--- src/kcm_ram.sv ---
`timescale 1ns / 1ps

module kcm_ram #(
   parameter int WIDTH = 9,
   parameter int DEPTH = 256,
   parameter int ADDR_W = $clog2(DEPTH)
) (
   input  logic              clock,
   input  logic              we,
   input  logic [ADDR_W-1:0] waddr,
   input  logic [WIDTH-1:0]  wdata,
   input  logic [ADDR_W-1:0] raddr,
   output logic [WIDTH-1:0]  rdata
);

   logic [WIDTH-1:0] mem [DEPTH];
   logic [WIDTH-1:0] rdata_ff;

   always_ff @(posedge clock) begin
      if (we) begin
         mem[waddr] <= wdata;
      end
      rdata_ff <= mem[raddr];
   end

   assign rdata = rdata_ff;

endmodule

--- config.mk ---
export PLATFORM = sky130hd
export DESIGN_NAME = kcm_ram
export DESIGN_NICKNAME = d
export VERILOG_FILES = /design/src/kcm_ram.sv
export SDC_FILE = /design/constraint.sdc
export NUM_CORES = 2
export LEC_CHECK = 0
export BUFFER_PORTS_ARGS = -buffer_cell sky130_fd_sc_hd__buf_2
export CAP_MARGIN = 10
export CORE_MARGIN = 4
export CORE_UTILIZATION = 50
export DETAILED_ROUTE_END_ITERATION = 8
export GPL_ROUTABILITY_DRIVEN = 0
export GPL_TIMING_DRIVEN = 0
export PLACE_DENSITY = 0.67
export SLEW_MARGIN = 20
export SYNTH_ARGS = -nofsm -noshare
export SYNTH_HDL_FRONTEND = slang
export SYNTH_SLANG_ARGS = --single-unit
--- constraint.sdc ---
create_clock -name clock -period 2.3 [get_ports clock]
set_input_delay 0.115 -clock clock [delete_from_list [all_inputs] [get_ports clock]]
set_output_delay 0.115 -clock clock [all_outputs]
set_load 0.005 [all_outputs]
; Word-level counts from Yosys, hierarchy flattened
; Memory sizes are Yosys's and may differ from the RTL's. A register that Yosys moved wholly into a read port is not among the register bits.
; Index checks and enable logic that the tools add are counted.
[op_classes]
n_mux = 2
[ops]
columns = operator, count
row1 = $mux W1, 2
[totals]
ff_bits = 0
mem_bits_rw = 2304
elab_cells = 3
memories = 1
[mem_list]
columns = name, depth, width, read_ports, rd_ports_with_merged_regs, write_ports, line_no
row1 = mem, 256, 9, 1, 1, 1, 16  ; logic [WIDTH-1:0] mem [DEPTH];

; Depth between registers and ports, before layout
[depth]
depth_word = 2
ltp_mapped = 11
depth_no_buf = 6

; Worst setup path after synthesis
; OpenSTA, ideal clock, no wires.
[synth_timing]
path_type = input to register
from = input waddr[3]
to = memory mem[235][0] (enable)
arrival_time_ns = 1.602
slack_ns = 0.324
stages = 6
path_cell_list = clkbuf_1 nor2b_1 clkbuf_1 nand4_1 clkbuf_1 nor2_1
[synth_lines]
columns = item, line_no
row1 = "start, declared", 10  ; input logic [ADDR_W-1:0] waddr,
row2 = "end, declared", 16
; No word-level cell before the write port.

==> reports/qor_table.md <==
| Result | This run | Unit |
|:---|:---|:---|
| Tightest slew margin relative to the limit | 18.4 | % |
| Total setup violations reported at the end of the flow | 699 | - |
| Total number of vias | 48500 | - |
| Commonest non-fill, non-tap cell in the layout | sky130_fd_sc_hd__edfxtp_1 | - |
| Minimum clock period | 2.69 | ns |
| Number of enable flip-flop cells after synthesis | 2304 | - |
| Endpoint arrival time on the critical path | 3.41 | ns |
| Total half-perimeter wirelength after legalization and detailed placement | 190000 | um |
| Element type at the critical path start | input port | - |
| List of cells traversed by the critical path | buf_2, buf_2, buf_2, clkbuf_1, clkbuf_2, nor2_1, a211oi_4, nor4_4 | - |
| Die span in y | 431 | um |
| Sequential cell area | 0.0694 | mm2 |
| Clock root buffer master | sky130_fd_sc_hd__clkbuf_16 | - |
| Fraction of layout instances using a drive strength above 1 | 28.7 | % |
| Synth async-reset ratio | 0 | % |
| Cell class contributing the biggest share of worst-path delay | buffers and inverters | - |
| Multi-input gate area in the final layout | 0.0199 | mm2 |
| Antenna Nets Post-Route | 0 | - |
| Worst setup timing slack at the placement stage | -3.15 | ns |
| Total global-route track usage | 30.6 | % |
| Final critical-path setup slack | -0.390 | ns |
| TritonCTS clock tree | built | - |
| Outcome | finished with violations | - |
| Routing usage on met2 | 43.8 | % |
| Sequential cell area fraction in the yosys report | 77.7 | % |
| Violations in the final reports | setup timing | - |
| Unrepaired setup endpoints after global routing | yes | - |
| Fillers | 12700 | - |
| Final period util | 117 | % |
| Number of design rule violations left after detail routing | 0 | - |
| Count of boundary I/O pins | 36 | - |
| Data required time at the worst endpoint | 3.02 | ns |
| Via count of the first global-routing pass | 46000 | - |
| Transition time at the pin with the least slew margin | 1.22 | ns |
| Summed negative setup slack over all endpoints | -47.84 | ns |
| Mean instance size in the synthesized netlist | 21.1 | um2 |
| Total core area | 0.177 | mm2 |
| Total standard cell area after synthesis | 0.0893 | mm2 |
| Met3 track utilization from global routing | 11.1 | % |
| TritonCTS Sinks | 2313 | - |
| Standard-cell rows | 154 | - |
| Remaining global-route overflow | 0 | - |
| Crit path max fanout | 10 | - |
| Primary flip-flop cell chosen by synthesis mapping | sky130_fd_sc_hd__edfxtp_1 | - |
| Die Wd | 431 | um |
| # H-tree levels | 4 | - |
| Leakage | 0.0315 | uW |
| Final design utilization | 57.9 | % |
| Overall routed net length | 284000 | um |
| Bufs on Longest Clock Path | 3 | - |
| Number of antenna violations at the first check in global routing | 22 | - |
| Starting Density | 50.5 | % |
| Layout-stage area growth over the synthesis result | 14.6 | % |
| Buf+Inv Stages, Crit Path | 5 | - |
| Maximum vdd ir drop | 0.868 | mV |
| Min-Delay Path Class | input port to register | - |
| Critical setup path kind | input port to register | - |
| Number of warnings issued by yosys | 0 | - |
| Fin Hold WS | 0.0697 | ns |
| Drt wl/cell | 40.2 | um |
| Vias per inst | 6.86 | - |
| Highest-delay cell along the critical path | sky130_fd_sc_hd__a211oi_4 | - |
| Minimum setup slack among reg-to-reg paths | -0.37 | ns |
| Worst-path clk slew | 0.06 | ns |
| CP dominant cell by count | sky130_fd_sc_hd__buf_2 | - |
| P per Cell Area | 864 | mW/mm2 |
| Number of buffers added by the clock tree synthesis step | 221 | - |
| Number of pins exceeding their max-slew limit in the final report | 0 | - |
| Syn nets | 4264 | - |
| Busiest layer in global routing | met2 | - |
| Layout Nets | 4558 | - |
| Worst setup skew after layout | 0.0482 | ns |
| Count of distinct cell types in the synthesized netlist | 57 | - |
| Biggest cell delay along the critical path | 0.66 | ns |
| Crit path capture type | register | - |
| First-pass GRT wire length | 384000 | um |
| DRT iter0 DRCs | 8721 | - |
| Total of buffers placed on input and output ports | 27 | - |
| Post-synthesis cell count | 4237 | - |
| Endpoints failing hold | 0 | - |
| Fmax | 372 | MHz |
| Maximum capacitance violations | 0 | - |
| Count of state elements after synthesis | 2313 | - |
| Top library cells by usage in the layout, fill and taps aside | sky130_fd_sc_hd__edfxtp_1 (2304), sky130_fd_sc_hd__mux4_2 (467), sky130_fd_sc_hd__clkbuf_16 (221) | - |
| Met1 Usage GRT | 40.8 | % |
| DIE AREA | 0.185 | mm2 |
| Largest net degree at the start of global routing | 133 | - |
| Clk Latency, worst-skew pair | 0.90 | ns |
| Pre-antenna DRT Iters | 8 | - |
worst register-to-register path: stages, from the launching register on:
cell and delay [ns]:
sky130_fd_sc_hd__edfxtp_1 0.40, sky130_fd_sc_hd__mux4_2 0.48, sky130_fd_sc_hd__a22o_1 0.29, sky130_fd_sc_hd__a221oi_4 0.53, sky130_fd_sc_hd__o32ai_4 0.29, sky130_fd_sc_hd__nor3_4 0.39
sky130_fd_sc_hd__nor4_4 0.11
final cells by class:
type / count / share of cell area [%]
tap: 2340 / 2.86
sequential: 2313 / 67.8
antenna: 13 / 0.0318
clock inverter: 132 / 1.38
inverter: 2 / 0.00856
buffer: 257 / 1.79
multi-input combinational: 1663 / 19.4
timing repair buffer: 73 / 1.10
clock buffer: 281 / 5.65
sequential cells by signal, indices dropped and copies added (netlist names):
signal and flops:
rdata 9, mem 2304
through the flow:
step | cells | power, uW | area, um2
after floorplan | 4237 | 49600 | 89300
after global placement | 6604 | 52300 | 92300
after detailed placement | 6635 | 52400 | 93300
after CTS | 7059 | 88100 | 102000
after global routing | 7068 | 90200 | 102000
final | 7074 | 88400 | 102000
report_power, final:
part	internal (uW)	switching (uW)
logic	1670	3930
registers	46500	26.6
clock network	20200	16100
total	68300	20100
cells by family after synthesis:
logic type,after synthesis,synth area share (%)
flip-flops,2313,77.7
buffers and inverters,261,1.75
AND/OR/NAND/NOR,500,2.50
AO/OA/AOI/OAI,489,3.75
multiplexers,674,14.3
cell usage after synthesis, types with 11 or more instances:
library cell	n	share of area, %
sky130_fd_sc_hd__nor4_1	27	0.19
sky130_fd_sc_hd__buf_6	26	0.33
sky130_fd_sc_hd__buf_2	54	0.30
sky130_fd_sc_hd__nand3_1	31	0.17
sky130_fd_sc_hd__o221ai_1	35	0.34
sky130_fd_sc_hd__a22oi_1	174	1.5
sky130_fd_sc_hd__mux2_2	21	0.26
sky130_fd_sc_hd__a221oi_1	11	0.11
sky130_fd_sc_hd__o21ai_0	31	0.17
sky130_fd_sc_hd__nor2b_1	28	0.20
sky130_fd_sc_hd__o22ai_1	65	0.46
sky130_fd_sc_hd__nor3_1	21	0.12
sky130_fd_sc_hd__buf_4	28	0.24
sky130_fd_sc_hd__a211oi_1	26	0.22
sky130_fd_sc_hd__buf_1	14	0.059
sky130_fd_sc_hd__buf_8	12	0.20
sky130_fd_sc_hd__edfxtp_1	2304	77
sky130_fd_sc_hd__nand2_1	40	0.17
sky130_fd_sc_hd__mux2i_1	177	2.0
sky130_fd_sc_hd__a21oi_1	98	0.55
sky130_fd_sc_hd__clkbuf_1	120	0.50
sky130_fd_sc_hd__nor2_1	305	1.3
sky130_fd_sc_hd__nand4_1	11	0.077
sky130_fd_sc_hd__mux4_2	467	12
layer usage:
metal  vias to the layer above  wire, um
met5                         -       137
met4                        16     19000
met3                       754     41600
met2                      3954    124000
met1                     25400     99800
li1                      18400         -
final timing paths:
| check | start | end | cells past startpoint |
|---|---|---|---|
| worst max-delay path | raddr[4] | rdata[2]$_DFF_P_ | 8 |
| worst min-delay path | wdata[0] | mem[62][0]$_DFFE_PP_ | 2 |
| worst max register to register | mem[82][0]$_DFFE_PP_ | rdata[0]$_DFF_P_ | 6 |
| worst min register to register | mem[7][7]$_DFFE_PP_ | rdata[7]$_DFF_P_ | 6 |
timing repair:
| item | in CTS | in global routing |
|---|---|---|
| resized for setup | 328 | 136 |
| hold buffers | 9 | 0 |
| gates cloned | 0 | 0 |
| setup endpoints to repair | 811 | 1112 |
| pin swaps | 21 | 9 |
| endpoints found under the hold margin | 1303 | 0 |
| buffers inserted | 3 | 3 |
Note: power is estimated with default switching activity, not from simulation.
