===== src/kcm_pkg.sv =====
`timescale 1ns / 1ps

package kcm_pkg;

   localparam int MAX_VERTICES = 256;
   localparam int V_W = 9;
   localparam int ADDR_W = $clog2(MAX_VERTICES);
   localparam int DATA_W = 9;
   localparam int CNT_W = 8;
   localparam int WEIGHT_W = 32;

   typedef struct packed {
      logic [V_W-1:0]             vertex_a;
      logic [V_W-1:0]             vertex_b;
      logic signed [WEIGHT_W-1:0] edge_weight;
   } req_type;

   typedef struct packed {
      logic                       accepted;
      logic [V_W-1:0]             out_vertex_a;
      logic [V_W-1:0]             out_vertex_b;
      logic signed [WEIGHT_W-1:0] out_weight;
      logic [CNT_W-1:0]           tree_edges;
      logic                       tree_done;
      logic                       range_error;
   } rsp_type;

   typedef struct packed {
      logic              we;
      logic [ADDR_W-1:0] waddr;
      logic [DATA_W-1:0] wdata;
      logic [ADDR_W-1:0] raddr;
   } mem_port_type;

   // written values below two act as two, above the store depth as the depth
   function automatic logic [V_W-1:0] clamp_count(input logic [V_W-1:0] value);
      logic [V_W-1:0] result;
      result = value;
      if (value < V_W'(2)) begin
         result = V_W'(2);
      end else if (value > V_W'(MAX_VERTICES)) begin
         result = V_W'(MAX_VERTICES);
      end
      return result;
   endfunction

endpackage


===== src/kcm_ctrl.sv =====
`timescale 1ns / 1ps

module kcm_ctrl (
   input  logic                        clock,
   input  logic                        reset,
   input  logic                        clear_req,
   input  logic [kcm_pkg::V_W-1:0]     vertex_count,
   input  logic                        start,
   output logic                        busy,
   input  kcm_pkg::req_type            req_payload,
   output logic                        rsp_valid,
   output kcm_pkg::rsp_type            rsp_payload,
   output kcm_pkg::mem_port_type       lbl_port,
   input  logic [kcm_pkg::DATA_W-1:0]  lbl_rd,
   output kcm_pkg::mem_port_type       size_port,
   input  logic [kcm_pkg::DATA_W-1:0]  size_rd
);

   typedef enum logic [11:0] {
      S_IDLE  = 12'b000000000001,
      S_CLEAR = 12'b000000000010,
      S_LDB   = 12'b000000000100,
      S_CHK   = 12'b000000001000,
      S_LBL2  = 12'b000000010000,
      S_SZINC = 12'b000000100000,
      S_SZB   = 12'b000001000000,
      S_CMP   = 12'b000010000000,
      S_WALK  = 12'b000100000000,
      S_DRAIN = 12'b001000000000,
      S_SZW1  = 12'b010000000000,
      S_SZW2  = 12'b100000000000
   } state_type;

   state_type                      state_ff, state_in;
   kcm_pkg::req_type               req_ff, req_in;
   kcm_pkg::rsp_type               rsp_ff, rsp_in;
   logic                           rsp_valid_ff, rsp_valid_in;
   logic [kcm_pkg::DATA_W-1:0]     la_ff, la_in;
   logic [kcm_pkg::DATA_W-1:0]     lb_ff, lb_in;
   logic [kcm_pkg::DATA_W-1:0]     sa_ff, sa_in;
   logic [kcm_pkg::DATA_W-1:0]     from_ff, from_in;
   logic [kcm_pkg::DATA_W-1:0]     to_ff, to_in;
   logic [kcm_pkg::DATA_W-1:0]     sum_ff, sum_in;
   logic [kcm_pkg::V_W-1:0]        k_ff, k_in;
   logic                           pend_ff, pend_in;
   logic [kcm_pkg::ADDR_W-1:0]     paddr_ff, paddr_in;
   logic [kcm_pkg::CNT_W-1:0]      count_ff, count_in;
   logic [kcm_pkg::ADDR_W-1:0]     clr_ff, clr_in;

   logic [kcm_pkg::V_W-1:0]        need;
   logic                           full;
   logic                           in_err;
   logic [kcm_pkg::V_W-1:0]        a_m1_in, a_m1, b_m1;
   logic [kcm_pkg::DATA_W-1:0]     lb_m1, la_m1, to_m1, from_m1, lbr_m1;
   logic [kcm_pkg::CNT_W-1:0]      count_inc;
   // shared adder: size increment and merged size
   logic [kcm_pkg::DATA_W-1:0]     add_x, add_y, add_sum;

   function automatic kcm_pkg::rsp_type make_rsp(
      input kcm_pkg::req_type         req,
      input logic                     acc,
      input logic                     err,
      input logic [kcm_pkg::CNT_W-1:0] cnt,
      input logic [kcm_pkg::V_W-1:0]  need_cnt
   );
      kcm_pkg::rsp_type r;
      r.accepted     = acc;
      r.out_vertex_a = req.vertex_a;
      r.out_vertex_b = req.vertex_b;
      r.out_weight   = req.edge_weight;
      r.tree_edges   = cnt;
      r.tree_done    = {1'b0, cnt} >= need_cnt;
      r.range_error  = err;
      return r;
   endfunction

   assign need      = vertex_count - kcm_pkg::V_W'(1);
   assign full      = {1'b0, count_ff} >= need;
   assign in_err    = (req_payload.vertex_a == '0) || (req_payload.vertex_b == '0) ||
                      (req_payload.vertex_a > vertex_count) ||
                      (req_payload.vertex_b > vertex_count);
   assign a_m1_in   = req_payload.vertex_a - kcm_pkg::V_W'(1);
   assign a_m1      = req_ff.vertex_a - kcm_pkg::V_W'(1);
   assign b_m1      = req_ff.vertex_b - kcm_pkg::V_W'(1);
   assign la_m1     = la_ff - kcm_pkg::DATA_W'(1);
   assign lb_m1     = lbl_rd - kcm_pkg::DATA_W'(1);
   assign lbr_m1    = lb_ff - kcm_pkg::DATA_W'(1);
   assign to_m1     = to_ff - kcm_pkg::DATA_W'(1);
   assign from_m1   = from_ff - kcm_pkg::DATA_W'(1);
   assign count_inc = count_ff + kcm_pkg::CNT_W'(1);
   assign add_sum   = add_x + add_y;

   always_comb begin
      state_in     = state_ff;
      req_in       = req_ff;
      rsp_in       = rsp_ff;
      rsp_valid_in = 1'b0;
      la_in        = la_ff;
      lb_in        = lb_ff;
      sa_in        = sa_ff;
      from_in      = from_ff;
      to_in        = to_ff;
      sum_in       = sum_ff;
      k_in         = k_ff;
      pend_in      = pend_ff;
      paddr_in     = paddr_ff;
      count_in     = count_ff;
      clr_in       = clr_ff;
      add_x        = size_rd;
      add_y        = kcm_pkg::DATA_W'(1);
      lbl_port     = '0;
      size_port    = '0;

      case (state_ff)
         S_CLEAR: begin
            lbl_port.we     = 1'b1;
            lbl_port.waddr  = clr_ff;
            size_port.we    = 1'b1;
            size_port.waddr = clr_ff;
            clr_in          = clr_ff + kcm_pkg::ADDR_W'(1);
            if (clr_ff == kcm_pkg::ADDR_W'(kcm_pkg::MAX_VERTICES - 1)) begin
               state_in = S_IDLE;
            end
         end
         S_IDLE: begin
            lbl_port.raddr = a_m1_in[kcm_pkg::ADDR_W-1:0];
            if (start) begin
               req_in = req_payload;
               if (in_err || (req_payload.vertex_a == req_payload.vertex_b) || full) begin
                  rsp_in       = make_rsp(req_payload, 1'b0, in_err, count_ff, need);
                  rsp_valid_in = 1'b1;
               end else begin
                  state_in = S_LDB;
               end
            end
         end
         S_LDB: begin
            lbl_port.raddr = b_m1[kcm_pkg::ADDR_W-1:0];
            la_in          = lbl_rd;
            state_in       = S_CHK;
         end
         S_CHK: begin
            if ((la_ff == '0) && (lbl_rd == '0)) begin
               lbl_port.we     = 1'b1;
               lbl_port.waddr  = a_m1[kcm_pkg::ADDR_W-1:0];
               lbl_port.wdata  = req_ff.vertex_a;
               size_port.we    = 1'b1;
               size_port.waddr = a_m1[kcm_pkg::ADDR_W-1:0];
               size_port.wdata = kcm_pkg::DATA_W'(2);
               state_in        = S_LBL2;
            end else if (la_ff == '0) begin
               lbl_port.we     = 1'b1;
               lbl_port.waddr  = a_m1[kcm_pkg::ADDR_W-1:0];
               lbl_port.wdata  = lbl_rd;
               size_port.raddr = lb_m1[kcm_pkg::ADDR_W-1:0];
               to_in           = lbl_rd;
               state_in        = S_SZINC;
            end else if (lbl_rd == '0) begin
               lbl_port.we     = 1'b1;
               lbl_port.waddr  = b_m1[kcm_pkg::ADDR_W-1:0];
               lbl_port.wdata  = la_ff;
               size_port.raddr = la_m1[kcm_pkg::ADDR_W-1:0];
               to_in           = la_ff;
               state_in        = S_SZINC;
            end else if (la_ff == lbl_rd) begin
               rsp_in       = make_rsp(req_ff, 1'b0, 1'b0, count_ff, need);
               rsp_valid_in = 1'b1;
               state_in     = S_IDLE;
            end else begin
               size_port.raddr = la_m1[kcm_pkg::ADDR_W-1:0];
               lb_in           = lbl_rd;
               state_in        = S_SZB;
            end
         end
         S_LBL2: begin
            lbl_port.we    = 1'b1;
            lbl_port.waddr = b_m1[kcm_pkg::ADDR_W-1:0];
            lbl_port.wdata = req_ff.vertex_a;
            count_in       = count_inc;
            rsp_in         = make_rsp(req_ff, 1'b1, 1'b0, count_inc, need);
            rsp_valid_in   = 1'b1;
            state_in       = S_IDLE;
         end
         S_SZINC: begin
            size_port.we    = 1'b1;
            size_port.waddr = to_m1[kcm_pkg::ADDR_W-1:0];
            size_port.wdata = add_sum;
            count_in        = count_inc;
            rsp_in          = make_rsp(req_ff, 1'b1, 1'b0, count_inc, need);
            rsp_valid_in    = 1'b1;
            state_in        = S_IDLE;
         end
         S_SZB: begin
            sa_in           = size_rd;
            size_port.raddr = lbr_m1[kcm_pkg::ADDR_W-1:0];
            state_in        = S_CMP;
         end
         S_CMP: begin
            // on equal sizes vertex_a's component moves into vertex_b's
            if (sa_ff <= size_rd) begin
               from_in = la_ff;
               to_in   = lb_ff;
            end else begin
               from_in = lb_ff;
               to_in   = la_ff;
            end
            add_x    = sa_ff;
            add_y    = size_rd;
            sum_in   = add_sum;
            k_in     = '0;
            pend_in  = 1'b0;
            state_in = S_WALK;
         end
         S_WALK: begin
            // read vertex k while the previous read is checked and rewritten
            lbl_port.raddr = k_ff[kcm_pkg::ADDR_W-1:0];
            pend_in        = 1'b1;
            paddr_in       = k_ff[kcm_pkg::ADDR_W-1:0];
            k_in           = k_ff + kcm_pkg::V_W'(1);
            if (pend_ff && (lbl_rd == from_ff)) begin
               lbl_port.we    = 1'b1;
               lbl_port.waddr = paddr_ff;
               lbl_port.wdata = to_ff;
            end
            if (k_ff == need) begin
               state_in = S_DRAIN;
            end
         end
         S_DRAIN: begin
            if (pend_ff && (lbl_rd == from_ff)) begin
               lbl_port.we    = 1'b1;
               lbl_port.waddr = paddr_ff;
               lbl_port.wdata = to_ff;
            end
            pend_in  = 1'b0;
            state_in = S_SZW1;
         end
         S_SZW1: begin
            size_port.we    = 1'b1;
            size_port.waddr = to_m1[kcm_pkg::ADDR_W-1:0];
            size_port.wdata = sum_ff;
            state_in        = S_SZW2;
         end
         S_SZW2: begin
            size_port.we    = 1'b1;
            size_port.waddr = from_m1[kcm_pkg::ADDR_W-1:0];
            count_in        = count_inc;
            rsp_in          = make_rsp(req_ff, 1'b1, 1'b0, count_inc, need);
            rsp_valid_in    = 1'b1;
            state_in        = S_IDLE;
         end
         default: begin
            state_in = S_CLEAR;
            clr_in   = '0;
         end
      endcase

      if (clear_req) begin
         state_in = S_CLEAR;
         clr_in   = '0;
         count_in = '0;
      end
   end

   always_ff @(posedge clock) begin
      if (reset) begin
         state_ff     <= S_CLEAR;
         clr_ff       <= '0;
         count_ff     <= '0;
         rsp_valid_ff <= 1'b0;
         pend_ff      <= 1'b0;
      end else begin
         state_ff     <= state_in;
         clr_ff       <= clr_in;
         count_ff     <= count_in;
         rsp_valid_ff <= rsp_valid_in;
         pend_ff      <= pend_in;
      end
   end

   always_ff @(posedge clock) begin
      req_ff   <= req_in;
      rsp_ff   <= rsp_in;
      la_ff    <= la_in;
      lb_ff    <= lb_in;
      sa_ff    <= sa_in;
      from_ff  <= from_in;
      to_ff    <= to_in;
      sum_ff   <= sum_in;
      k_ff     <= k_in;
      paddr_ff <= paddr_in;
   end

   assign busy        = (state_ff != S_IDLE);
   assign rsp_valid   = rsp_valid_ff;
   assign rsp_payload = rsp_ff;

   a_walk_bound: assert property (@(posedge clock) disable iff (reset)
      (state_ff == S_WALK) |-> (k_ff < vertex_count))
      else $error("label walk ran past vertex_count");

   a_count_bound: assert property (@(posedge clock) disable iff (reset)
      ({1'b0, count_ff} < vertex_count))
      else $error("tree edge count reached vertex_count");

   a_acc_no_err: assert property (@(posedge clock) disable iff (reset)
      rsp_valid_ff |-> !(rsp_ff.accepted && rsp_ff.range_error))
      else $error("accepted edge flagged out of range");

   a_merge_done: assert property (@(posedge clock) disable iff (reset)
      ((state_ff == S_SZW2) && !clear_req) |=> (rsp_valid_ff && rsp_ff.accepted))
      else $error("merge finished without an accepted result");

endmodule

===== config.mk =====
export PLATFORM = sky130hd
export DESIGN_NAME = kcm_ctrl
export DESIGN_NICKNAME = d
export VERILOG_FILES = /design/src/kcm_pkg.sv /design/src/kcm_ctrl.sv
export SDC_FILE = /design/constraint.sdc
export NUM_CORES = 1
export LEC_CHECK = 0
export ABC_CLOCK_PERIOD_IN_PS = 11900
export BUFFER_PORTS_ARGS = -buffer_cell sky130_fd_sc_hd__buf_2
export CORE_ASPECT_RATIO = 1.4
export CORE_UTILIZATION = 45
export DETAILED_ROUTE_END_ITERATION = 10
export PLACE_DENSITY = 0.69
export SYNTH_ARGS = -nofsm -noshare
export SYNTH_HDL_FRONTEND = slang
export SYNTH_SLANG_ARGS = --single-unit

===== constraint.sdc =====
create_clock -name clock -period 11.9 [get_ports clock]
set_input_delay 0.595 -clock clock [delete_from_list [all_inputs] [get_ports clock]]
set_output_delay 0.595 -clock clock [all_outputs]
set_load 0.03 [all_outputs]

# Word level (Yosys, flattened, before mapping)
# Index checks and enable logic that the tools add are counted.
op_classes:
  n_eq_ne: 28
  n_shift: 0
  bitwise_logic: 4
  n_addsub: 13
  reduce_logical: 26
  muxes: 49
  n_mul: 0
  order_cmp: 5
  div_mod_pow: 0
ops:
  columns: ["operator", "count"]
  rows:
  - ["two-way mux 61 bit", 6]
  - ["case mux 61 bit (3 select lines)", 1]
  - ["case mux 12 bit (10 select lines)", 1]
  - ["two-way mux 18 bit", 5]
  - ["two-way mux 12 bit", 7]
  - ["case mux 9 bit (4 select lines)", 2]
  - ["subtractor 8 x 1 -> 8 bit, second input constant", 8]
  - ["two-way mux 9 bit", 7]
  - ["case mux 9 bit (3 select lines)", 2]
  - ["== test 9 bit", 4]
  - ["logical NOT 9 bit", 4]
  - ["case mux 9 bit (2 select lines)", 2]
  - ["two-way mux 8 bit", 4]
  - ["case mux 8 bit (2 select lines)", 2]
  - ["case mux 8 bit (3 select lines)", 1]
  - ["greater-or-equal comparator 8 x 9 -> 1 bit", 2]
  - ["> comparator 9 bit", 2]
  - ["!= test 2 bit, second input constant", 9]
  - ["adder 8 x 1 -> 8 bit, second input constant", 2]
  - ["== test 12 x 1 -> 1 bit, second input constant", 1]
  - ["== test 12 x 10 -> 1 bit, second input constant", 1]
  - ["== test 12 x 11 -> 1 bit, second input constant", 1]
  - ["== test 12 bit, second input constant", 1]
  - ["== test 12 x 2 -> 1 bit, second input constant", 1]
  - ["other kinds (31)", 49]
totals:
  mem_count: 0
  latchBits: 0
  ram_bits: 0
  elab_cells: 148
  reg_bits: 212
  rom_bits: 0

# Depth between registers and ports, before layout
# Gate-level depths: netlist of run 1.
depth:
  depth_word: 9
  depth_mapped: 18

# Worst setup path after synthesis of run 1
# Ideal clock, no wire load.
synth_path:
  path_type: "register -> register"
  from: "register state_ff[3]"
  to: "register rsp_ff (netlist bit rsp_payload[0]) (enable)"
  required_ps: 11420
  arrival_time_ps: 6863
  stages_incl_launch_ff: 10
  path_slack_ps: 4557
  path_buffers: 2
  path_cell_list: "dfxtp_1 > buf_2 > or4_4 > nor2_1 > and4_1 > inv_1 > clkbuf_1 > nor2_1 > a211oi_1 > nor2_1"
synth_via:
  elab_chain_len: 4
  word_cells_on_any_way: 14
  classes_between: "eq/ne: 11; reduce/logical: 3"
synth_lines:
  columns: ["item", "line_no", "rtl"]
  rows:
  - ["start, declared", "kcm_ctrl.sv:34", "state_type state_ff, state_in;"]
  - ["start signal, assigned", "kcm_ctrl.sv:273", "state_ff <= state_in;"]
  - ["== test 12 bit (tied with other cells)", "kcm_ctrl.sv:114", "case (state_ff)"]
  - ["OR reduction 3 bit (no line)", null, null]
  - ["nonzero test 3 bit (no line)", null, null]
  - ["AND reduction 7 bit (no line) (*)", null, null]
  - ["end signal, assigned", "kcm_ctrl.sv:283", "rsp_ff <= rsp_in;"]
  - ["end, declared", "kcm_ctrl.sv:36", "kcm_pkg::rsp_type rsp_ff, rsp_in;"]
# Mark *: on every way between the ends. The rest lies on a longest branch, timed or not.
# A chain may end at the register's enable or synchronous reset.

==> results of run 1 <==
-- cells in the final DEF (no fill, tap or decap), drive strengths merged, types with 30 or more instances in the layout --
cell type	synthesis	layout
ha	56	56
nor3	33	33
nand2	242	242
buf	10	204
a21oi	44	44
nor2	98	98
clkbuf	45	30
edfxtp	182	182
o21ai	45	45
xnor2	79	79
dfxtp	30	30
inv	54	56
xor2	46	46
-- layout make-up --
cell class                      instances  share of cell area
Multi-Input combinational cell        886               0.401
Clock inverter                         12             0.00956
Tap cell                              324              0.0287
Inverter                               55              0.0146
Clock buffer                           30              0.0426
Sequential cell                       212               0.429
Timing Repair Buffer                  204              0.0739
-- Yosys cell counts (3+ instances only) --
library cell,count
a31oi_1,6
nand3b_1,3
edfxtp_1,182
o221ai_1,16
o22ai_1,8
nor4_1,8
nand4_1,15
or3_1,6
or4_1,3
buf_2,8
nand2b_1,5
a21o_1,8
and3_1,6
o31ai_1,6
a211oi_1,4
inv_1,53
a221o_1,12
xor2_1,46
nor3_2,3
xnor2_1,78
o21a_1,3
o211ai_1,3
o21bai_1,4
nand3_1,29
mux2_2,8
nor2b_1,17
a21oi_1,44
and4_1,4
dfxtp_1,30
nor2_1,98
a22oi_1,5
o21ai_0,45
clkbuf_1,44
mux2i_1,8
nor3_1,30
nand2_1,242
ha_1,56
nor3b_1,4
a22o_1,8
a221oi_1,4
and2_1,6
nor4_4,3
a222oi_1,3
-- per-stage QoR --
stage,setup WS (ns),std cells
after floorplan,4.56,1208
after global placement,6.50,1681
after detailed placement,6.29,1681
after CTS,5.74,1723
after global routing,5.29,1723
final,5.73,1723
-- power by group through the flow --
stage / registers, mW / clock network, mW / logic, mW
detailed placement: 0.820 / 0 / 0.0978
finish: 0.804 / 0.712 / 0.0989
global route: 0.803 / 0.752 / 0.111
floorplan: 0.820 / 0 / 0.0591
CTS: 0.804 / 0.729 / 0.0985
global placement: 0.820 / 0 / 0.0949
-- state kept, by name, summed over array words and instances (netlist names), 9 cells and up --
register	cells
req_ff	50
lb_ff	9
to_ff	9
k_ff	9
rsp_payload	61
la_ff	9
sum_ff	9
state_ff	12
sa_ff	9
from_ff	9
-- layer usage --
layer,global-route usage,vias to the layer above,part of all wire
met2,0.423,413,0.50
met5,0,-,0
met4,0.0970,0,0.031
met3,0.0273,67,0.068
li1,-,4654,-
met1,0.303,4744,0.40
-- cells by family after synthesis --
family | share of synthesized area
buffers and inverters | 0.0353
AOI/OAI and AO/OA | 0.107
xor gates and xnor gates | 0.0909
muxes | 0.0140
adders and majority gates | 0.0611
and+or+nand+nor | 0.191
DFF | 0.500
-- worst paths after layout --
kind / start / slack [ns] / cells past startpoint / to
max: state_ff[3] / 5.73 / 18 / size_port[16]
min: clear_req / 0.23 / 2 / count_ff[0]
max reg2reg: state_ff[3] / 7.03 / 16 / sum_ff[8]
min reg2reg: pend_ff / 0.50 / 2 / pend_ff
-- worst register-to-register path, delay by kind of cell, from the launching register on --
kind | cells | cell delay (ns)
and+or+nand+nor | 7 | 2.12
AOI/OAI and AO/OA | 4 | 0.68
buffers and inverters | 2 | 0.63
adders and majority gates | 2 | 0.63
DFF | 1 | 0.41
xor gates and xnor gates | 1 | 0.16
==> qor.txt, run 1 <==
outcome - finished clean
data required time of the worst path - 11.31 ns
maximum clock insertion buffer count - 3
net switching power figure - 0.366 mW
number of maximum-capacitance violations - 0
Leakage - 5.75 nW
number of unique standard cell types used by synthesis - 69
shortest clock period the worst path allows after layout - 6.17 ns
post-route clock skew - 0.0123 ns
type of origin of the critical path - register
average via count per standard cell - 5.73
number of buffers created by CTS - 23
CP top delay family - simple AND/OR/NAND/NOR gates
y dimension of the die - 196 um
Area Overhead vs Synth - 16.6%
count of buffering cells on the critical path with inverters included - 3
Logic pwr share - 0.061
Post-CTS Hold Buffers - 0
critical-path cell with the highest stage delay - nand3_1
share of async-settable or async-resettable flops after synthesis - 0
worst rel slew slack - 0.257
synthesized net count - 1346
post-route ant nets - 0
largest net degree at the start of global routing - 62
cell chain of the critical path - or4_4 > nor4_4 > and2b_1 > nand3_1 > inv_1 > buf_4 > nand2b_1 > ha_1 > fa_1 > a21oi_1 > nor2_1 > nor2_1 > o21bai_1 > a21oi_1 > o21ai_0 > xnor2_1 > a22o_1 > buf_2
detailed router's first-iteration violation count - 650
largest stage delay on the critical path - 0.77 ns
Period Utilization, post-route - 0.519
share of cells above drive strength 1 - 0.192
power density normalized to cell area - 114 mW/mm2
main area contributors after synthesis - edfxtp_1 (45%), nand2_1 (7.5%), ha_1 (5.8%)
Die Outline Area - 0.0276 mm2
TritonCTS Sinks - 212
maximum clock frequency - 0.162 GHz
number of cell rows - 70
number of gates resized after cts - 0
clock root buffer - clkbuf_16
number of antenna violations at the first check in global routing - 1
H-Tree Depth - 1
initial core utilization - 0.461
multi-input gate area in the final layout - 0.00567 mm2
Synth Cell Area - 0.0121 mm2
hpwl dp - 24200 um
proportion of netlist area held by the largest area contributor - 0.451
first drt pass iteration count - 8
cell internal pwr - 1.25 mW
final total power - 1.61 mW
part of the Yosys area used for sequential elements - 0.500
post-CTS setup buffers - 0
Final Max Tran Viols - 0
Avg WL per Cell - 19.4 um
post-placement cell area - 0.0134 mm2
Data arrival, critical path - 5.58 ns
sequential standard cell area - 0.00607 mm2
Post-Layout Inst Area - 0.0141 mm2
average instance area after synthesis - 10.0 um2
Residual DRC - 0
clock latency of the later-clocked register in the worst-skew pair - 0.53 ns
endpoint kind of the worst setup timing path - primary output
io pins - 196
width of the die - 141 um
via count - 9878
Core Area - 0.0263 mm2
Seq cells post-synth - 212
Tightest Pin Transition - 1.11 ns
number of enable flip-flop cells after synthesis - 182
clock network fraction of design power - 0.441
setup repair after global routing missed its margin - false
critical path type - register to primary output
final count of negative-setup-slack endpoints - 0
number of nets in the layout - 1520
Core Util, Final - 0.538
aggregate global-route resource usage - 0.242
proportion of total power due to net switching - 0.227
most used flip-flop cell after synthesis - edfxtp_1
aggregate global routing overflow - 0
final weighted congestion in routability-driven placement - 0.904
number of global-route vias before repair - 9612
kind of path behind the tightest hold check - input port to register
number of filler instances in the final layout - 2365
Diodes inserted - 0
maximum net fanout on the critical path - 38
largest area contributor in the netlist - edfxtp_1
port bufs - 195
Post-Syn Instances - 1208
final hold violation count - 0
Post-Route Setup TNS - 0 ns
first-pass GRT wire length - 52100 um
Clock transition at path regs - 0.06 ns
TritonCTS clock tree - done
Worst VDD drop - 0.000113 V
share of power burned in registers - 0.498
Final Hold Slack - 0.233 ns
WL final - 33400 um
Ys Warns - 0
Power figures use the tool's default switching activity.
==> run 2: changes to the inputs <==
ABC_AREA = 1   (was default)
ABC_CLOCK_PERIOD_IN_PS = 5200   (was 11900)
PLACE_DENSITY = 0.71   (was 0.69)
clock period = 5.2 ns   (was 11.9 ns; I/O delays follow)
==> run 2 against run 1 <==
Compared with the run above: global-route usage grew 2.2 points; count of clock-buffer cells in the layout shrank 1; critical path depth shrank 2; via count grew 12%; register-to-register slack lost 6.0 ns; power grew 120%; routed wire length grew 11%; combinational power grew to 2.6 times the previous value; non-clock buffer count grew 47; clock power grew 110%; critical endpoint is now lbl_port[23]; largest cell class unchanged.
==> qor.txt, run 2 <==
port bufs - 195 (unchanged)
worst rel slew slack - 0.276 (+0.0187)
Post-Layout Inst Area - 0.0149 mm2 (+5.8%)
final weighted congestion in routability-driven placement - 0.990 (+9.4%)
outcome - finished clean
Clock transition at path regs - 0.06 ns (about the same)
main area contributors after synthesis - edfxtp_1 (44%), nand2_1 (12%), ha_1 (5.7%)
post-placement cell area - 0.0138 mm2 (+2.8%)
number of enable flip-flop cells after synthesis - 182 (unchanged)
initial core utilization - 0.459 (-0.00215)
most used flip-flop cell after synthesis - edfxtp_1
setup repair after global routing missed its margin - false
number of cells traversed by the worst register-to-register path - 15 (-1)
post-route clock skew - 0.0118 ns (-0.000470 ns)
Period Utilization, post-route - 0.903
Worst Setup Slack post-DPL - 1.06 ns (-5.23 ns)
number of unique standard cell types used by synthesis - 58 (-16%)
share of async-settable or async-resettable flops after synthesis - 0 (unchanged)
width of the die - 142 um (+1.1%)
first drt pass iteration count - 6 (-2)
shortest clock period the worst path allows after layout - 4.69 ns
commonest cells after routing, fill and taps aside - nand2_1 (384), buf_2 (195), edfxtp_1 (182)
Leakage - 6.75 nW (+17%)
clock latency of the later-clocked register in the worst-skew pair - 0.52 ns (about the same)
y dimension of the die - 198 um (+1.1%)
share of cells above drive strength 1 - 0.168 (-0.0238)
Residual DRC - 0 (unchanged)
number of maximum-capacitance violations - 0 (unchanged)
Post-Syn Instances - 1438 (+19%)
most common library cell in the layout ignoring fill and taps - nand2_1
most used standard cells in the synthesized netlist - nand2_1 (385), edfxtp_1 (182), inv_1 (174), nor2_1 (108), nand3_1 (85)
maximum clock insertion buffer count - 3 (unchanged)
largest area contributor in the netlist - edfxtp_1
Tightest Pin Transition - 1.08 ns (-0.0275 ns)
first-pass GRT wire length - 56800 um (+9.1%)
number of antenna violations at the first check in global routing - 0 (-1)
kind of path behind the tightest hold check - input port to register
Synth Cell Area - 0.0124 mm2 (+2.3%)
aggregate global-route resource usage - 0.264 (+0.0220)
number of cell rows - 71 (+1.4%)
WL final - 37000 um (+11%)
H-Tree Depth - 1 (unchanged)
TritonCTS clock tree - done
Seq cells post-synth - 212 (unchanged)
Register-to-Register Setup Slack - 1.01 ns (-6.02 ns)
Core Util, Final - 0.553 (+0.0158)
number of buffers created by CTS - 22 (-4.3%)
Die Outline Area - 0.0282 mm2 (+2.3%)
Diodes inserted - 0 (unchanged)
CP Launch Point - la_ff[0]
number of stages on the worst hold path - 1 (-1)
number of flip-flops in the largest register - 61 (unchanged)
final hold violation count - 0 (unchanged)
FF-to-FF Start - la_ff[0]
Core Area - 0.0270 mm2 (+2.8%)
number of nets in the layout - 1822 (+20%)
Ys Warns - 0 (unchanged)
Worst VDD drop - 0.000241 V (+110%)
power density normalized to cell area - 242 mW/mm2 (+110%)
clock root buffer - clkbuf_16
endpoint kind of the worst setup timing path - primary output
part of the Yosys area used for sequential elements - 0.489 (-0.0113)
TritonCTS Sinks - 212 (unchanged)
library cell with the highest instance count after synthesis - nand2_1
proportion of netlist area held by the largest area contributor - 0.441 (-0.0101)
Final Max Tran Viols - 0 (unchanged)
Avg WL per Cell - 17.9 um (-7.4%)
Final Hold Slack - 0.0263 ns (-0.207 ns)
aggregate global routing overflow - 0 (unchanged)
Data arrival, critical path - 4.43 ns (-1.15 ns)
average instance area after synthesis - 8.62 um2 (-14%)
io pins - 196 (unchanged)
end point of the most critical hold path - req_ff[32]
data required time of the worst path - 4.94 ns (-6.37 ns)
smallest setup slack after layout - 0.506 ns (-5.22 ns)
critical path type - register to primary output
detailed router's first-iteration violation count - 815 (+25%)
synthesized net count - 1576 (+17%)
maximum net fanout on the critical path - 17 (-55%)
largest net degree at the start of global routing - 51 (-18%)
post-CTS setup buffers - 0 (unchanged)
Post-Route Setup TNS - 0 ns (unchanged)
average via count per standard cell - 5.38 (-6.1%)
type of origin of the critical path - register
final count of negative-setup-slack endpoints - 0 (unchanged)
Area Overhead vs Synth - 20.5%
Worst R2R End - rsp_payload[21]
hpwl dp - 27700 um (+15%)
maximum clock frequency - 0.213 GHz
worst hold start - req_payload[32]
post-route ant nets - 0 (unchanged)
number of global-route vias before repair - 10750 (+12%)
via count - 11110 (+12%)
run 2: cell count changes in the layout (fill, tap and decap cells not counted), sizes merged, moves of 48 or more:
cell | previous run | this run
nand2 | 242 | 396
dlygate4sd3 | 0 | 49
xnor2 | 79 | 13
o21ai | 45 | 93
nand3 | 29 | 86
inv | 56 | 181
run 2: worst max-delay path by stage:
stage,slack (ns),endpoint
floorplan,0.84,rsp_payload[0]
global placement,1.17,rsp_payload[16]
detailed placement,1.06,rsp_payload[28]
CTS,0.62,lbl_port[22]
global route,0.13,lbl_port[22]
finish,0.51,lbl_port[23]
run 2: where the power goes:
part           total (mW)  internal, mW  leakage (nW)  switching, mW
combinational       0.258         0.109          4.56          0.149
clock                1.52         0.856         0.349          0.660
sequential           1.84          1.84          1.84        0.00116
total                3.61          2.80          6.75          0.811
run 2: routing by layer:
| metal | share of wire | track usage |
|---|---|---|
| met1 | 0.39 | 0.315 |
| met5 | 0 | 0 |
| met4 | 0.042 | 0.114 |
| met3 | 0.076 | 0.0441 |
| met2 | 0.49 | 0.465 |
run 2: area by class of cell:
| cell class | count | area (um2) |
|---|---|---|
| well taps | 365 | 457 |
| clock buffers | 29 | 631 |
| repair buffers | 251 | 1520 |
| clock inverters | 10 | 55.1 |
| inverters | 183 | 687 |
| flip-flops and latches | 212 | 6070 |
| fillers | 2484 | 12100 |
| multi-input cells | 1014 | 5530 |
run 2: what timing repair did:
item | CTS | global route
gates resized for setup | 0 | 0
hold buffers | 49 | 0
hold endpoints to repair | 51 | 0
run 2: cells by family (layout without fill, tap and decap cells):
kind of cell / after synthesis / in the layout / share of synthesized area
compound gates: 228 / 228 / 0.113
xor+xnor: 59 / 59 / 0.0417
fa+ha+maj: 57 / 57 / 0.0581
buf+inv: 212 / 473 / 0.0664
flops: 212 / 212 / 0.489
simple gates: 670 / 670 / 0.231
run 2: metrics by stage:
stage	cells	power, mW
4_1_cts	2064	3.65
6_report	2064	3.61
3_5_place_dp	1976	2.10
5_1_grt	2064	3.74
3_3_place_gp	1976	2.10
2_1_floorplan	1438	2.01
run 2: critical path: stages, from the launching register on:
cell and delay [ns]:
edfxtp_1 0.43, inv_1 0.15, ha_1 0.18, nand2_1 0.08
nor2_1 0.18, nand2_1 0.12, nor3_1 0.20, nand2_1 0.38
inv_1 0.47, ha_1 0.33, clkinv_1 0.31, nand2_1 0.27
inv_1 0.12, nor2_1 0.10, inv_1 0.09, o2111ai_1 0.26
buf_2 0.25
==> run 3: changes to the inputs <==
CORE_ASPECT_RATIO = default   (was 1.4)
GPL_ROUTABILITY_DRIVEN = 0   (was default)
==> run 3 against run 2 <==
Compared with the run above: sequential power hardly changed; global-route usage is 1.7 points lower; final cell count is 0.73% lower; clock power is 8% higher; flip-flop and latch count stayed put; utilization is 0.28 points higher; via count is 0.49% higher; critical path type unchanged.
==> qor.txt, run 3 (synthesized netlist as in run 2, its figures left out) <==
maximum clock frequency - 0.213 GHz (about the same)
critical path type - register to primary output
cell chain of the critical path - inv_1 > ha_1 > nand2_1 > nor2_1 > nand2_1 > nor3_1 > nand2_1 > clkinvlp_4 > ha_1 > clkinv_1 > nand2_1 > inv_1 > nor2_1 > inv_1 > o2111ai_1 > buf_2
largest net degree at the start of global routing - 67 (+31%)
shortest clock period the worst path allows after layout - 4.70 ns (+0.00333 ns)
final hold violation count - 0 (unchanged)
number of antenna violations at the first check in global routing - 0 (unchanged)
most common library cell in the layout ignoring fill and taps - nand2_1
Core Area - 0.0270 mm2 (about the same)
Final Hold Slack - 0.0222 ns (-0.00403 ns)
clock latency of the later-clocked register in the worst-skew pair - 0.53 ns (about the same)
detailed router's first-iteration violation count - 1007 (+24%)
power density normalized to cell area - 249 mW/mm2 (+2.9%)
post-route clock skew - 0.0159 ns (+0.00405 ns)
endpoint kind of the worst setup timing path - primary output
Diodes inserted - 0 (unchanged)
average via count per standard cell - 5.45 (+1.2%)
number of filler instances in the final layout - 2422 (-2.5%)
y dimension of the die - 168 um (-15%)
final total power - 3.74 mW (+3.5%)
Leakage - 6.78 nW (+0.42%)
kind of path behind the tightest hold check - input port to register
post-placement cell area - 0.0137 mm2 (-0.25%)
aggregate global-route resource usage - 0.247 (-0.0169)
Tightest Pin Transition - 1.05 ns (-0.0292 ns)
number of nets in the layout - 1828 (+0.33%)
data required time of the worst path - 4.94 ns (about the same)
most repeated library cell on the critical path - nand2_1
clock root buffer - clkbuf_16
setup repair after global routing missed its margin - false
type of origin of the critical path - register
multi-input gate area in the final layout - 0.00553 mm2 (about the same)
WL final - 35300 um (-4.6%)
largest stage delay on the critical path - 0.43 ns (-0.04 ns)
commonest cells after routing, fill and taps aside - nand2_1 (384), buf_2 (195), edfxtp_1 (182)
maximum net fanout on the critical path - 17 (unchanged)
Post-Route Setup TNS - 0 ns (unchanged)
number of cells traversed by the worst register-to-register path - 15 (unchanged)
port bufs - 195 (unchanged)
Post-Layout Inst Area - 0.0150 mm2 (+0.58%)
first drt pass iteration count - 6 (unchanged)
number of flip-flops in the largest register - 61 (unchanged)
sequential standard cell area - 0.00607 mm2 (unchanged)
CP top delay family - simple AND/OR/NAND/NOR gates
number of stages on the worst setup path - 16 (unchanged)
Residual DRC - 0 (unchanged)
first-pass GRT wire length - 55100 um (-3.0%)
initial core utilization - 0.459 (about the same)
number of stages on the worst hold path - 1 (unchanged)
worst rel slew slack - 0.295 (+0.0195)
Avg WL per Cell - 17.2 um (-3.9%)
Data arrival, critical path - 4.44 ns (about the same)
share of cells above drive strength 1 - 0.167 (-0.000884)
Final Max Tran Viols - 0 (unchanged)
outcome - finished clean
io pins - 196 (unchanged)
Worst VDD drop - 0.000198 V (-18%)
post-CTS setup buffers - 0 (unchanged)
Clock transition at path regs - 0.06 ns (about the same)
hpwl dp - 25800 um (-6.9%)
number of buffers created by CTS - 24 (+9.1%)
post-route ant nets - 0 (unchanged)
TritonCTS Sinks - 212 (unchanged)
H-Tree Depth - 1 (unchanged)
via count - 11164 (+0.49%)
maximum clock insertion buffer count - 3 (unchanged)
number of maximum-capacitance violations - 0 (unchanged)
Period Utilization, post-route - 0.903 (about the same)
number of cell rows - 60 (-15%)
critical-path cell with the highest stage delay - edfxtp_1
number of global-route vias before repair - 10536 (-2.0%)
aggregate global routing overflow - 0 (unchanged)
TritonCTS clock tree - done
final count of negative-setup-slack endpoints - 0 (unchanged)
Die Outline Area - 0.0282 mm2 (about the same)
Area Overhead vs Synth - 21.2%
width of the die - 168 um (+18%)
count of buffering cells on the critical path with inverters included - 6 (unchanged)
run 3: repair_timing:
item / 4_1_cts / 5_1_grt
endpoints found under the hold margin: 66 / 0
hold buffers: 53 / 0
resized for setup: 0 / 1
setup endpoints to repair: 0 / 1
run 3: worst paths after layout:
kind / start / end / slack [ns]
min reg2reg: clr_ff[7] / clr_ff[7] / 0.49
min: req_payload[32] / req_ff[32] / 0.02
max reg2reg: la_ff[0] / rsp_payload[11] / 0.86
max: la_ff[0] / lbl_port[23] / 0.50
run 3: layer usage:
metal	vias up	GRT usage	share of wire
met5	-	0	0
met4	0	0.113	0.044
met3	84	0.0364	0.071
met2	461	0.402	0.46
met1	5220	0.325	0.43
li1	5399	-	-
run 3: through the flow:
stage	util	cells	setup slack, ns
finish	0.556	2049	0.503
global route	0.556	2049	0.0720
CTS	0.556	2049	0.533
detailed placement	0.508	1952	1.06
global placement	0.508	1952	1.19
floorplan	-	1438	0.840
run 3: power breakdown:
| group | internal (mW) | total, mW | leakage, nW | switching (mW) |
|---|---|---|---|---|
| registers | 1.84 | 1.84 | 1.84 | 0.00108 |
| logic | 0.110 | 0.261 | 4.57 | 0.151 |
| clock network | 0.953 | 1.64 | 0.373 | 0.686 |
| total | 2.90 | 3.74 | 6.78 | 0.837 |
run 3: layout make-up:
class / count / share of cell area
flip-flops and latches: 212 / 0.403
clock inverters: 11 / 0.00624
well taps: 341 / 0.0284
multi-input cells: 1014 / 0.368
inverters: 183 / 0.0459
repair buffers: 255 / 0.104
clock buffers: 33 / 0.0445
